--- src/hdl/top_k_score_selector_defines.svh ---
// Assertion macros shared by the top-k score selector.
`ifndef TOP_K_SCORE_SELECTOR_DEFINES_SVH
`define TOP_K_SCORE_SELECTOR_DEFINES_SVH
// Implication checked on every clock edge outside reset.
`define TKS_ASSERT_IMPL(lbl, ante, cons, msg) \
  lbl: assert property (@(posedge clk) disable iff (!rst_n) (ante) |-> (cons)) \
    else $error(msg);
// Next-cycle implication checked outside reset.
`define TKS_ASSERT_NEXT(lbl, ante, cons, msg) \
  lbl: assert property (@(posedge clk) disable iff (!rst_n) (ante) |=> (cons)) \
    else $error(msg);
`endif

--- src/hdl/tks_pkg.sv ---
// Package with types and constants for the top-k score selector.
package tks_pkg;
  localparam int unsigned ScoreW = 32;
  localparam int unsigned IdxW   = 10;
  localparam int unsigned CcW    = 11;
  localparam int unsigned KcW    = 5;
  localparam logic CfgClassCount = 1'b0;
  localparam logic CfgKeepCount  = 1'b1;
  localparam logic [ScoreW-1:0] NegZero = 32'h8000_0000;

  // Order-preserving key: unsigned compare matches float compare, -0 folded into +0.
  function automatic logic [ScoreW-1:0] order_key(input logic [ScoreW-1:0] bits);
    logic [ScoreW-1:0] b;
    b = (bits == NegZero) ? '0 : bits;
    order_key = b[ScoreW-1] ? ~b : (b | NegZero);
  endfunction
endpackage

--- src/hdl/tks_front.sv ---
// Front part: counts row position, forms sort keys and flags row ends.
module tks_front #(
  parameter int unsigned MAX_CLASSES = 1024,
  parameter int unsigned MAX_KEEP    = 16
) (
  input  logic                      clk,
  input  logic                      rst_n,
  input  logic                      in_fire,
  input  logic [tks_pkg::ScoreW-1:0] score,
  input  logic [tks_pkg::CcW-1:0]   class_count,
  input  logic [tks_pkg::KcW-1:0]   keep_count,
  input  logic                      cmd_ready,
  output logic                      cmd_valid_r,
  output logic [tks_pkg::ScoreW-1:0] cmd_key_r,
  output logic [tks_pkg::IdxW-1:0]  cmd_idx_r,
  output logic                      cmd_end_r,
  output logic [$clog2(MAX_KEEP+1)-1:0] cmd_keep_r
);
  localparam int unsigned PosW = $clog2(MAX_CLASSES);
  localparam int unsigned KW   = $clog2(MAX_KEEP+1);
  logic [PosW-1:0] pos_r, pos_nxt;
  logic [PosW:0]   eff_cls;
  logic [KW-1:0]   eff_keep;
  logic            row_end;

  always_comb begin
    if (class_count == '0) eff_cls = (PosW+1)'(1);
    else if (32'(class_count) > MAX_CLASSES) eff_cls = (PosW+1)'(MAX_CLASSES);
    else eff_cls = (PosW+1)'(class_count);
    if (keep_count == '0) eff_keep = KW'(1);
    else if (32'(keep_count) > MAX_KEEP) eff_keep = KW'(MAX_KEEP);
    else eff_keep = KW'(keep_count);
    row_end = ({1'b0, pos_r} + (PosW+1)'(1)) >= eff_cls;
    pos_nxt = row_end ? '0 : pos_r + PosW'(1);
  end

  // The command register holds its item while the back part refuses it.
  always_ff @(posedge clk) begin
    if (!rst_n) begin
      pos_r <= '0;
      cmd_valid_r <= 1'b0;
    end else begin
      if (!cmd_valid_r || cmd_ready) cmd_valid_r <= in_fire;
      if (in_fire) pos_r <= pos_nxt;
    end
    if (in_fire) begin
      cmd_key_r  <= tks_pkg::order_key(score);
      cmd_idx_r  <= tks_pkg::IdxW'(pos_r);
      cmd_end_r  <= row_end;
      cmd_keep_r <= eff_keep;
    end
  end
endmodule

--- src/hdl/tks_back.sv ---
// Back part: parallel compare-insert list and result queue drain.
module tks_back #(
  parameter int unsigned MAX_KEEP = 16
) (
  input  logic                      clk,
  input  logic                      rst_n,
  input  logic                      cmd_valid,
  input  logic [tks_pkg::ScoreW-1:0] cmd_key,
  input  logic [tks_pkg::IdxW-1:0]  cmd_idx,
  input  logic                      cmd_end,
  input  logic [$clog2(MAX_KEEP+1)-1:0] cmd_keep,
  output logic                      cmd_ready,
  output logic                      out_valid_r,
  input  logic                      out_ready,
  output logic [tks_pkg::IdxW-1:0]  out_idx_r,
  output logic                      out_last_r
);
  localparam int unsigned KW = $clog2(MAX_KEEP+1);
  localparam int unsigned SW = (MAX_KEEP > 1) ? $clog2(MAX_KEEP) : 1;
  logic [tks_pkg::ScoreW-1:0] key_r [MAX_KEEP];
  logic [tks_pkg::IdxW-1:0]   idx_r [MAX_KEEP];
  logic [tks_pkg::IdxW-1:0]   hold_r [MAX_KEEP];
  logic [KW-1:0] filled_r, hold_cnt_r, rd_r;
  logic [KW-1:0] filled, fnew;
  logic [MAX_KEEP-1:0] ge;
  logic [KW-1:0] slot;
  logic [tks_pkg::ScoreW-1:0] nkey [MAX_KEEP];
  logic [tks_pkg::IdxW-1:0]   nidx [MAX_KEEP];
  logic drain, take, last_one, hold_free, accept;

  // Entries with key >= new form a prefix, so the slot is their count.
  always_comb begin
    filled = (filled_r > cmd_keep) ? cmd_keep : filled_r;
    slot = '0;
    for (int i = 0; i < MAX_KEEP; i++) begin
      ge[i] = (KW'(i) < filled) && (key_r[i] >= cmd_key);
      slot = slot + KW'(ge[i]);
    end
    fnew = filled;
    if (slot < cmd_keep && filled < cmd_keep) fnew = filled + KW'(1);
    for (int i = 0; i < MAX_KEEP; i++) begin
      nkey[i] = key_r[i];
      nidx[i] = idx_r[i];
      if (slot < cmd_keep) begin
        if (KW'(i) == slot) begin
          nkey[i] = cmd_key;
          nidx[i] = cmd_idx;
        end else if (KW'(i) > slot && i > 0) begin
          nkey[i] = key_r[(i > 0) ? i-1 : 0];
          nidx[i] = idx_r[(i > 0) ? i-1 : 0];
        end
      end
    end
  end

  assign drain     = hold_cnt_r != '0;
  assign take      = !out_valid_r || out_ready;
  assign last_one  = (rd_r + KW'(1)) == hold_cnt_r;
  // The hold bank can take a new row when it is empty or once its last item leaves in this cycle.
  assign hold_free = !drain || (take && last_one);
  assign cmd_ready = !(cmd_valid && cmd_end) || hold_free;
  assign accept    = cmd_valid && cmd_ready;

  always_ff @(posedge clk) begin
    if (!rst_n) begin
      filled_r <= '0;
      hold_cnt_r <= '0;
      rd_r <= '0;
      out_valid_r <= 1'b0;
    end else begin
      if (take) begin
        out_valid_r <= drain;
        if (drain) begin
          out_last_r <= last_one;
          if (last_one) rd_r <= '0;
          else rd_r <= rd_r + KW'(1);
        end
      end
      if (accept) filled_r <= cmd_end ? '0 : fnew;
      if (accept && cmd_end) hold_cnt_r <= fnew;
      else if (take && drain && last_one) hold_cnt_r <= '0;
    end
    if (take && drain) out_idx_r <= hold_r[rd_r[SW-1:0]];
    if (accept) begin
      for (int i = 0; i < MAX_KEEP; i++) begin
        key_r[i] <= nkey[i];
        idx_r[i] <= nidx[i];
        if (cmd_end) hold_r[i] <= nidx[i];
      end
    end
  end
endmodule

--- src/hdl/top_k_score_selector.sv ---
// Top level of the streaming stable top-k score selector.
//
//  channel | dir | handshake            | payload
//  in_     | in  | in_tvalid/in_tready  | tdata[31:0] score_bits
//  out_    | out | out_tvalid/out_tready| tdata[9:0] class_index, tlast row_last
//  cfg_    | in  | cfg_valid/cfg_ready  | cfg_index, cfg_data
//
// One score item is taken per cycle while in_tready is high; the combinational
// compare-insert over all kept entries in the back part acts on the front register.
// At the end of a row the ranked indices are copied into a hold bank and drained
// at one item per cycle while out_tready is high; each result is registered.
// A row end waits in the front register, stalling input, only while the
// previous row still occupies the hold bank, which with a ready receiver
// never happens, as a row has at least as many items as results.
// Reset (synchronous, active low) empties the list and row position.
`include "top_k_score_selector_defines.svh"
module top_k_score_selector #(
  parameter int unsigned MAX_CLASSES = 1024,
  parameter int unsigned MAX_KEEP    = 16
) (
  input  logic        clk,
  input  logic        rst_n,
  input  logic        in_tvalid,
  output logic        in_tready,
  input  logic [31:0] in_tdata,   // [31:0] score_bits
  output logic        out_tvalid,
  input  logic        out_tready,
  output logic [15:0] out_tdata,  // [9:0] class_index, rest zero
  output logic        out_tlast,  // row_last
  input  logic        cfg_valid,
  output logic        cfg_ready,
  input  logic        cfg_index,
  input  logic [15:0] cfg_data
);
  localparam int unsigned KW = $clog2(MAX_KEEP+1);
  logic [tks_pkg::CcW-1:0] class_count_r;
  logic [tks_pkg::KcW-1:0] keep_count_r;
  logic in_fire, cmd_ready, cmd_valid, cmd_end;
  logic [tks_pkg::ScoreW-1:0] cmd_key;
  logic [tks_pkg::IdxW-1:0] cmd_idx, out_idx;
  logic [KW-1:0] cmd_keep;

  assign cfg_ready = 1'b1;
  // The front register forms a one-item queue: a new item enters when it is
  // empty or when the back part takes its current item in this cycle.
  assign in_tready = !cmd_valid || cmd_ready;
  assign in_fire   = in_tvalid && in_tready;
  assign out_tdata = {6'b0, out_idx};

  always_ff @(posedge clk) begin
    if (!rst_n) begin
      class_count_r <= 11'd1000;
      keep_count_r  <= 5'd5;
    end else if (cfg_valid) begin
      case (cfg_index)
        tks_pkg::CfgClassCount: class_count_r <= cfg_data[tks_pkg::CcW-1:0];
        tks_pkg::CfgKeepCount:  keep_count_r  <= cfg_data[tks_pkg::KcW-1:0];
        default: ;
      endcase
    end
  end

  tks_front #(.MAX_CLASSES(MAX_CLASSES), .MAX_KEEP(MAX_KEEP)) u_front (
    .clk, .rst_n, .in_fire, .score(in_tdata),
    .class_count(class_count_r), .keep_count(keep_count_r), .cmd_ready,
    .cmd_valid_r(cmd_valid), .cmd_key_r(cmd_key), .cmd_idx_r(cmd_idx),
    .cmd_end_r(cmd_end), .cmd_keep_r(cmd_keep)
  );

  tks_back #(.MAX_KEEP(MAX_KEEP)) u_back (
    .clk, .rst_n, .cmd_valid, .cmd_key, .cmd_idx, .cmd_end, .cmd_keep,
    .cmd_ready, .out_valid_r(out_tvalid), .out_ready(out_tready),
    .out_idx_r(out_idx), .out_last_r(out_tlast)
  );

  `TKS_ASSERT_IMPL(a_no_overrun, cmd_valid && !cmd_ready, !in_tready, "queue overrun")
  `TKS_ASSERT_NEXT(a_hold_out, out_tvalid && !out_tready,
    out_tvalid && $stable(out_tdata) && $stable(out_tlast), "result dropped")
  `TKS_ASSERT_NEXT(a_cmd_hold, cmd_valid && !cmd_ready, cmd_valid && cmd_end, "row end lost")
endmodule
--- config.mk ---
export PLATFORM = sky130hd
export DESIGN_NAME = top_k_score_selector
export DESIGN_NICKNAME = d
export VERILOG_FILES = /design/src/hdl/tks_pkg.sv /design/src/hdl/tks_front.sv /design/src/hdl/tks_back.sv /design/src/hdl/top_k_score_selector.sv
export VERILOG_INCLUDE_DIRS = /design/src /design/src/hdl
export SDC_FILE = /design/constraint.sdc
export NUM_CORES = 2
export LEC_CHECK = 0
export BUFFER_PORTS_ARGS = -buffer_cell sky130_fd_sc_hd__buf_2
export CELL_PAD_IN_SITES_DETAIL_PLACEMENT = 0
export CELL_PAD_IN_SITES_GLOBAL_PLACEMENT = 1
export CORE_ASPECT_RATIO = 0.6
export CORE_MARGIN = 5
export CORE_UTILIZATION = 47
export CTS_BUF_LIST = sky130_fd_sc_hd__clkbuf_16
export DETAILED_ROUTE_END_ITERATION = 8
export PLACE_DENSITY_LB_ADDON = 0.1
export SYNTH_ARGS = -nofsm -noshare
export SYNTH_HDL_FRONTEND = slang
export SYNTH_SLANG_ARGS = --single-unit
--- constraint.sdc ---
create_clock -name clk -period 23.1 [get_ports clk]
set_clock_uncertainty 0.2 [all_clocks]
set_input_delay 2.31 -clock clk [delete_from_list [all_inputs] [get_ports clk]]
set_output_delay 2.31 -clock clk [all_outputs]
set_load 0.01 [all_outputs]
After elaboration in Yosys (flattened, before gate mapping)

Memory sizes are Yosys's and may differ from the RTL's. A register that Yosys moved wholly into a read port is not among the register bits.
Index checks and enable logic that the tools add are counted.

RAM bits: 832
Word-level logic and storage cells: 262
Memories kept: 3
Bits of input ports: 54
Bits in registers: 92
Output and inout port bits: 20

Bitwise logic cells: 2
Add/subtract/negate cells: 19
Reduce and logical (&&, ||, !) cells: 42
Muxes and demuxes: 111
Eq/ne operators: 17
$lt $le $gt $ge: 53

Memory list:

| name          | words | bits a word | rd ports | clocked after memory_dff | wr ports | line           | RTL |
|---|---|---|---|---|---|---|---|
| u_back.key_r  | 16    | 32          | 16       | 0                        | 16       | tks_back.sv:20 | `logic [tks_pkg::ScoreW-1:0] key_r [MAX_KEEP];` |
| u_back.hold_r | 16    | 10          | 1        | 1                        | 16       | tks_back.sv:22 | `logic [tks_pkg::IdxW-1:0] hold_r [MAX_KEEP];` |
| u_back.idx_r  | 16    | 10          | 16       | 0                        | 16       | tks_back.sv:21 | `logic [tks_pkg::IdxW-1:0] idx_r [MAX_KEEP];` |

Operators with widths:

| operator              | number |
|---|---|
| $mux 32               | 48 |
| $ge 32x32->1          | 16 |
| $mux 10               | 48 |
| $add 5x1->5           | 14 |
| $eq 4x5->1 const A    | 8 |
| $gt 4x5->1 const A    | 8 |
| $lt 4x5->1 const A    | 8 |
| $mux 5                | 7 |
| $eq 32x32->1 const B  | 1 |
| $not 32->32           | 1 |
| $mux 31               | 1 |
| $logic_and 1x1->1     | 24 |
| $mux 11               | 2 |
| $eq 3x5->1 const A    | 4 |
| $gt 3x5->1 const A    | 4 |
| $lt 3x5->1 const A    | 4 |
| $add 10x1->11 const B | 1 |
| $ge 11x11->1          | 1 |
| $gt 11x11->1 const B  | 1 |
| $logic_not 11->1      | 1 |
| $add 10x1->10 const B | 1 |
| $add 5x1->5 const B   | 2 |
| $eq 2x5->1 const A    | 2 |
| $gt 2x5->1 const A    | 2 |
| other kinds (19)      | 35 |

Logic depth before layout (Yosys ltp)

Depth after elaboration: 23
Depth in mapped cells: 34
Depth with buffers taken out: 31

By module

From an unflattened synthesis, not the netlist that was laid out.

Cells, all modules: 4376
Area total of the unflattened synthesis: 50962.6 um2

Modules (own cells, without submodules):

| module               | instances | cells an instance | seq. area each (um2) | area an instance (um2) |
|---|---|---|---|---|
| tks_back             | 1         | 4032              | 25634.6              | 47192.8 |
| tks_front            | 1         | 263               | 1661.6               | 3050.4 |
| top_k_score_selector | 1         | 81                | 320.3                | 719.4 |

Least setup slack after synthesis

OpenSTA, ideal clock, no wires.

Kind: register to register
From: register, netlist name u_front.cmd_key_r[19]
To: memory u_back.key_r[0][160] (netlist name), enable pin
Setup slack: 12.697 ns
Data required time: 22.439 ns
Cell stages (with the launch flop): 30
Path buffers: 2
Arrival time: 9.742 ns
Library setup time: 0.461 ns
Period minus slack after synthesis: 10.403 ns
Cells stage by stage: edfxtp_1 inv_1 ha_1 a21oi_1 o21ai_0 a21o_1 a211o_1 a21oi_1 a211oi_1 o32a_1 ha_1 inv_1 fa_1 inv_1 fa_1 fa_1 inv_1 fa_1 fa_1 fa_1 nand2b_1 a21boi_1 ha_1 a21o_1 a31o_2 buf_2 nor2_1 nand2_1 clkbuf_1 nor3_1

RTL lines:

| item             | line |
|---|---|
| end: declaration | tks_back.sv:20 |

==> run metrics <==
Starting Density between 40 and 50%; Inserted Clock Buffers a little over 90; Clk Latency, worst-skew pair roughly 0.7 ns; mux cell area share after synthesis about a tenth; CTS tree done; routed wire length between 100,000 and 150,000 microns; GPL Wtd Cong approximately 0.87; Die Ht 266 microns; Main synth FF type edfxtp_1; number of vias in the routed layout approximately 33,000; multi-input logic area around 23,000 sq um; Register Area approximately 28,000 sq um; initial detailed-routing violation count between 3,000 and 4,000; post-synthesis register bit count ~930; Layout Cells excl Fill 5,581; Total GRT Usage between 20% and 30%; CTS sink cnt between 900 and 1,000; fin crit period ~12 ns; Die ar. between 100,000 and 150,000 sq um; Pre-antenna DRT Iters 6; HP Class register to register; vias per cell roughly 6; floorplan core area around 110,000 sq um; CP startpoint kind register; fillcell total a little over 9,000; sum of negative setup slack 0 ns; share of layout cells above drive strength 1 17.3%; DRC violations left 0; final period utilization between 50% and 60%; H-tree depth 3; Mapped Cells between 4,000 and 5,000; kind of critical path register to register; Leak 21.9 nW; ANT nets after route 0; placed cells 5,401; YS warnings 0; initial antenna violation count 6; # nets final 4,679; Tot Pwr 4.27 mW; Layout area overhead 10.2%; clk slew on worst S/H paths ~0.060 ns; Crit path required time between 20 and 25 ns; Cell Area, Synth 51,200 sq um; Die Width about 440 microns; run status complete, no violations; clock root cell clkbuf_16; post-detail-place hpwl ~98,000 microns; Post-synth EDFFs roughly 900; Slew @ Worst Pin roughly 1.3 ns; Fin Hold WS 0.239 ns; Final Max Tran Viols 0; Post-Synth XOR/XNOR Area less than 1%; post-cts hold buffer count 0; largest family of logic cells by synthesized area adder cells; Seq/Total Area, Yosys ~54%; port buffer count 61; RSZ-0062 raised after global routing no; Max-cap violations 0; Pwr Density between 70 and 80 nW/um^2; clock tree buffer depth 3; GRT Residual Overflow 0; fmax approximately 0.084 GHz; final hold vios 0; async set-or-reset flop fraction in the synthesized netlist 0%; Final setup viols 0; Synth Area in Adders a little over an eighth; compound-cell area share of the yosys netlist approximately an eighth; commonest non-fill, non-tap cells in the layout edfxtp_1 (891), ha_1 (546), nand2_1 (391), o21ai_0 (329), mux2_2 (309); Placed Area between 50,000 and 60,000 sq um; CP endpoint kind register; post-route design area about 56,000 sq um; Mean Syn Cell Area 12.8 sq um; # rows 93; synth unique cells 82; Resized cells post-CTS 0; worst-path fanout max 32; Max VDD drop between 0.06 and 0.07 mV; data arrival time of the worst path about 12 ns; I/O pins 74; setup repair bufs after CTS 0; commonest non-fill, non-tap cell in the layout edfxtp_1; vias in the first global route about 31,000; pin count of the biggest net entering global routing 90; Slew HR 15.7%; simple-gate portion of the synthesized area under 10%; first-pass GRT wire length 197,000 microns; wire per inst 23.4 microns
-- flip-flops by register name, summed over array words and instances, names as in the netlist, 5 cells and up --
register / cells
class_count_r: 11
u_back.filled_r: 5
u_back.out_idx_r: 10
u_back.hold_cnt_r: 5
u_front.cmd_idx_r: 10
u_back.idx_r: 160
u_front.cmd_key_r: 32
u_back.rd_r: 5
u_back.hold_r: 160
u_front.pos_r: 10
keep_count_r: 5
u_front.cmd_keep_r: 5
u_back.key_r: 512
-- through the flow --
step	util, %	setup slack [ns]
2_1_floorplan	-	12.70
3_3_place_gp	49.5	11.74
3_5_place_dp	49.5	11.69
4_1_cts	52.3	11.66
5_1_grt	52.3	10.86
6_report	52.4	11.18
-- cells in the mapped netlist (all sizes together) (6+ instances only) --
master | instances | share of area, %
o21ai | 337 | 3.3
mux4 | 50 | 2.2
mux2i | 11 | 0.21
dfxtp | 43 | 1.7
a22oi | 107 | 1.6
fa | 10 | 0.39
o22ai | 10 | 0.12
and2 | 10 | 0.12
mux2 | 326 | 7.2
a22o | 10 | 0.17
inv | 97 | 0.71
a21o | 135 | 2.0
and4 | 6 | 0.10
a211oi | 30 | 0.47
nor2b | 33 | 0.40
a211o | 7 | 0.12
a2111oi | 6 | 0.10
a31oi | 25 | 0.31
nand2 | 395 | 2.9
o2bb2ai | 13 | 0.22
edfxtp | 891 | 52
a32o | 7 | 0.14
and3 | 12 | 0.15
o2111ai | 7 | 0.12
o211ai | 11 | 0.16
a221o | 22 | 0.43
nand2b | 25 | 0.31
nor2 | 156 | 1.2
buf | 69 | 0.80
nor4 | 18 | 0.31
a221oi | 7 | 0.12
a21oi | 167 | 1.6
nor3 | 22 | 0.27
nand3 | 51 | 0.52
or3 | 11 | 0.13
o21a | 12 | 0.18
clkbuf | 125 | 0.92
ha | 546 | 13
nand4 | 77 | 0.94
xnor2 | 43 | 0.74
-- final timing paths --
check | start | to | slack [ns] | depth (start not counted)
min reg2reg | u_front.pos_r[9]$_SDFFE_PN0P_ | u_front.cmd_idx_r[9]$_DFFE_PP_ | 0.24 | 0
max reg2reg | u_front.cmd_keep_r[2]$_SDFFCE_PP0P_ | u_back.key_r[1][0]$_DFFE_PP_ | 11.18 | 25
max | u_front.cmd_keep_r[2]$_SDFFCE_PP0P_ | u_back.key_r[1][0]$_DFFE_PP_ | 11.18 | 25
min | u_front.pos_r[9]$_SDFFE_PN0P_ | u_front.cmd_idx_r[9]$_DFFE_PP_ | 0.24 | 0
-- logic make-up after synthesis --
| group | after synthesis |
|---|---|
| adder cells (fa/ha/maj) | 556 |
| flip-flops | 934 |
| AO/OA/AOI/OAI | 963 |
| AND/OR/NAND/NOR | 830 |
| XOR/XNOR | 47 |
| other | 2 |
| multiplexers | 387 |
| buffers and inverters | 292 |
-- critical path, cell delays in order (launching register included) --
cell and delay (ns):
edfxtp_1 0.48, inv_1 0.24, ha_1 0.28, a211oi_1 0.23
o221ai_1 0.26, mux2i_2 0.98, inv_1 0.43, nor2_1 0.85
a32o_1 0.34, fa_1 0.44, inv_1 0.07, fa_1 0.43
fa_1 0.52, inv_1 0.06, fa_1 0.52, fa_1 0.50
fa_1 0.81, inv_1 0.36, ha_1 0.38, nand2_1 0.04
o21ai_0 0.35, a311o_1 1.08, a21oi_1 0.51, a21oi_1 0.91
nor2_2 0.03, buf_4 0.28
-- cell type report --
| type | count | share of cell area [%] |
|---|---|---|
| sequential | 934 | 49.0 |
| multi-input combinational | 2790 | 40.0 |
| clock buffer | 94 | 4.17 |
| tap | 1425 | 3.16 |
| timing repair buffer | 154 | 1.78 |
| clock inverter | 76 | 1.25 |
| inverter | 98 | 0.661 |
| antenna | 10 | 0.0443 |
-- power breakdown --
group	switching, mW	internal (mW)	total, mW	leakage [nW]
clock	0.667	0.884	1.55	1.58
sequential	0.0718	2.01	2.08	8.68
combinational	0.384	0.251	0.635	11.7
total	1.12	3.14	4.27	21.9
-- layer usage --
| metal | GRT usage, % | up-vias | share of wire [%] |
|---|---|---|---|
| li1 | - | 15700 | - |
| met1 | 38.7 | 15700 | 55 |
| met2 | 25.8 | 1050 | 33 |
| met3 | 6.92 | 150 | 9.8 |
| met4 | 3.77 | 4 | 1.7 |
| met5 | 0.927 | - | 0.13 |
(Power assumes the default switching activity.)
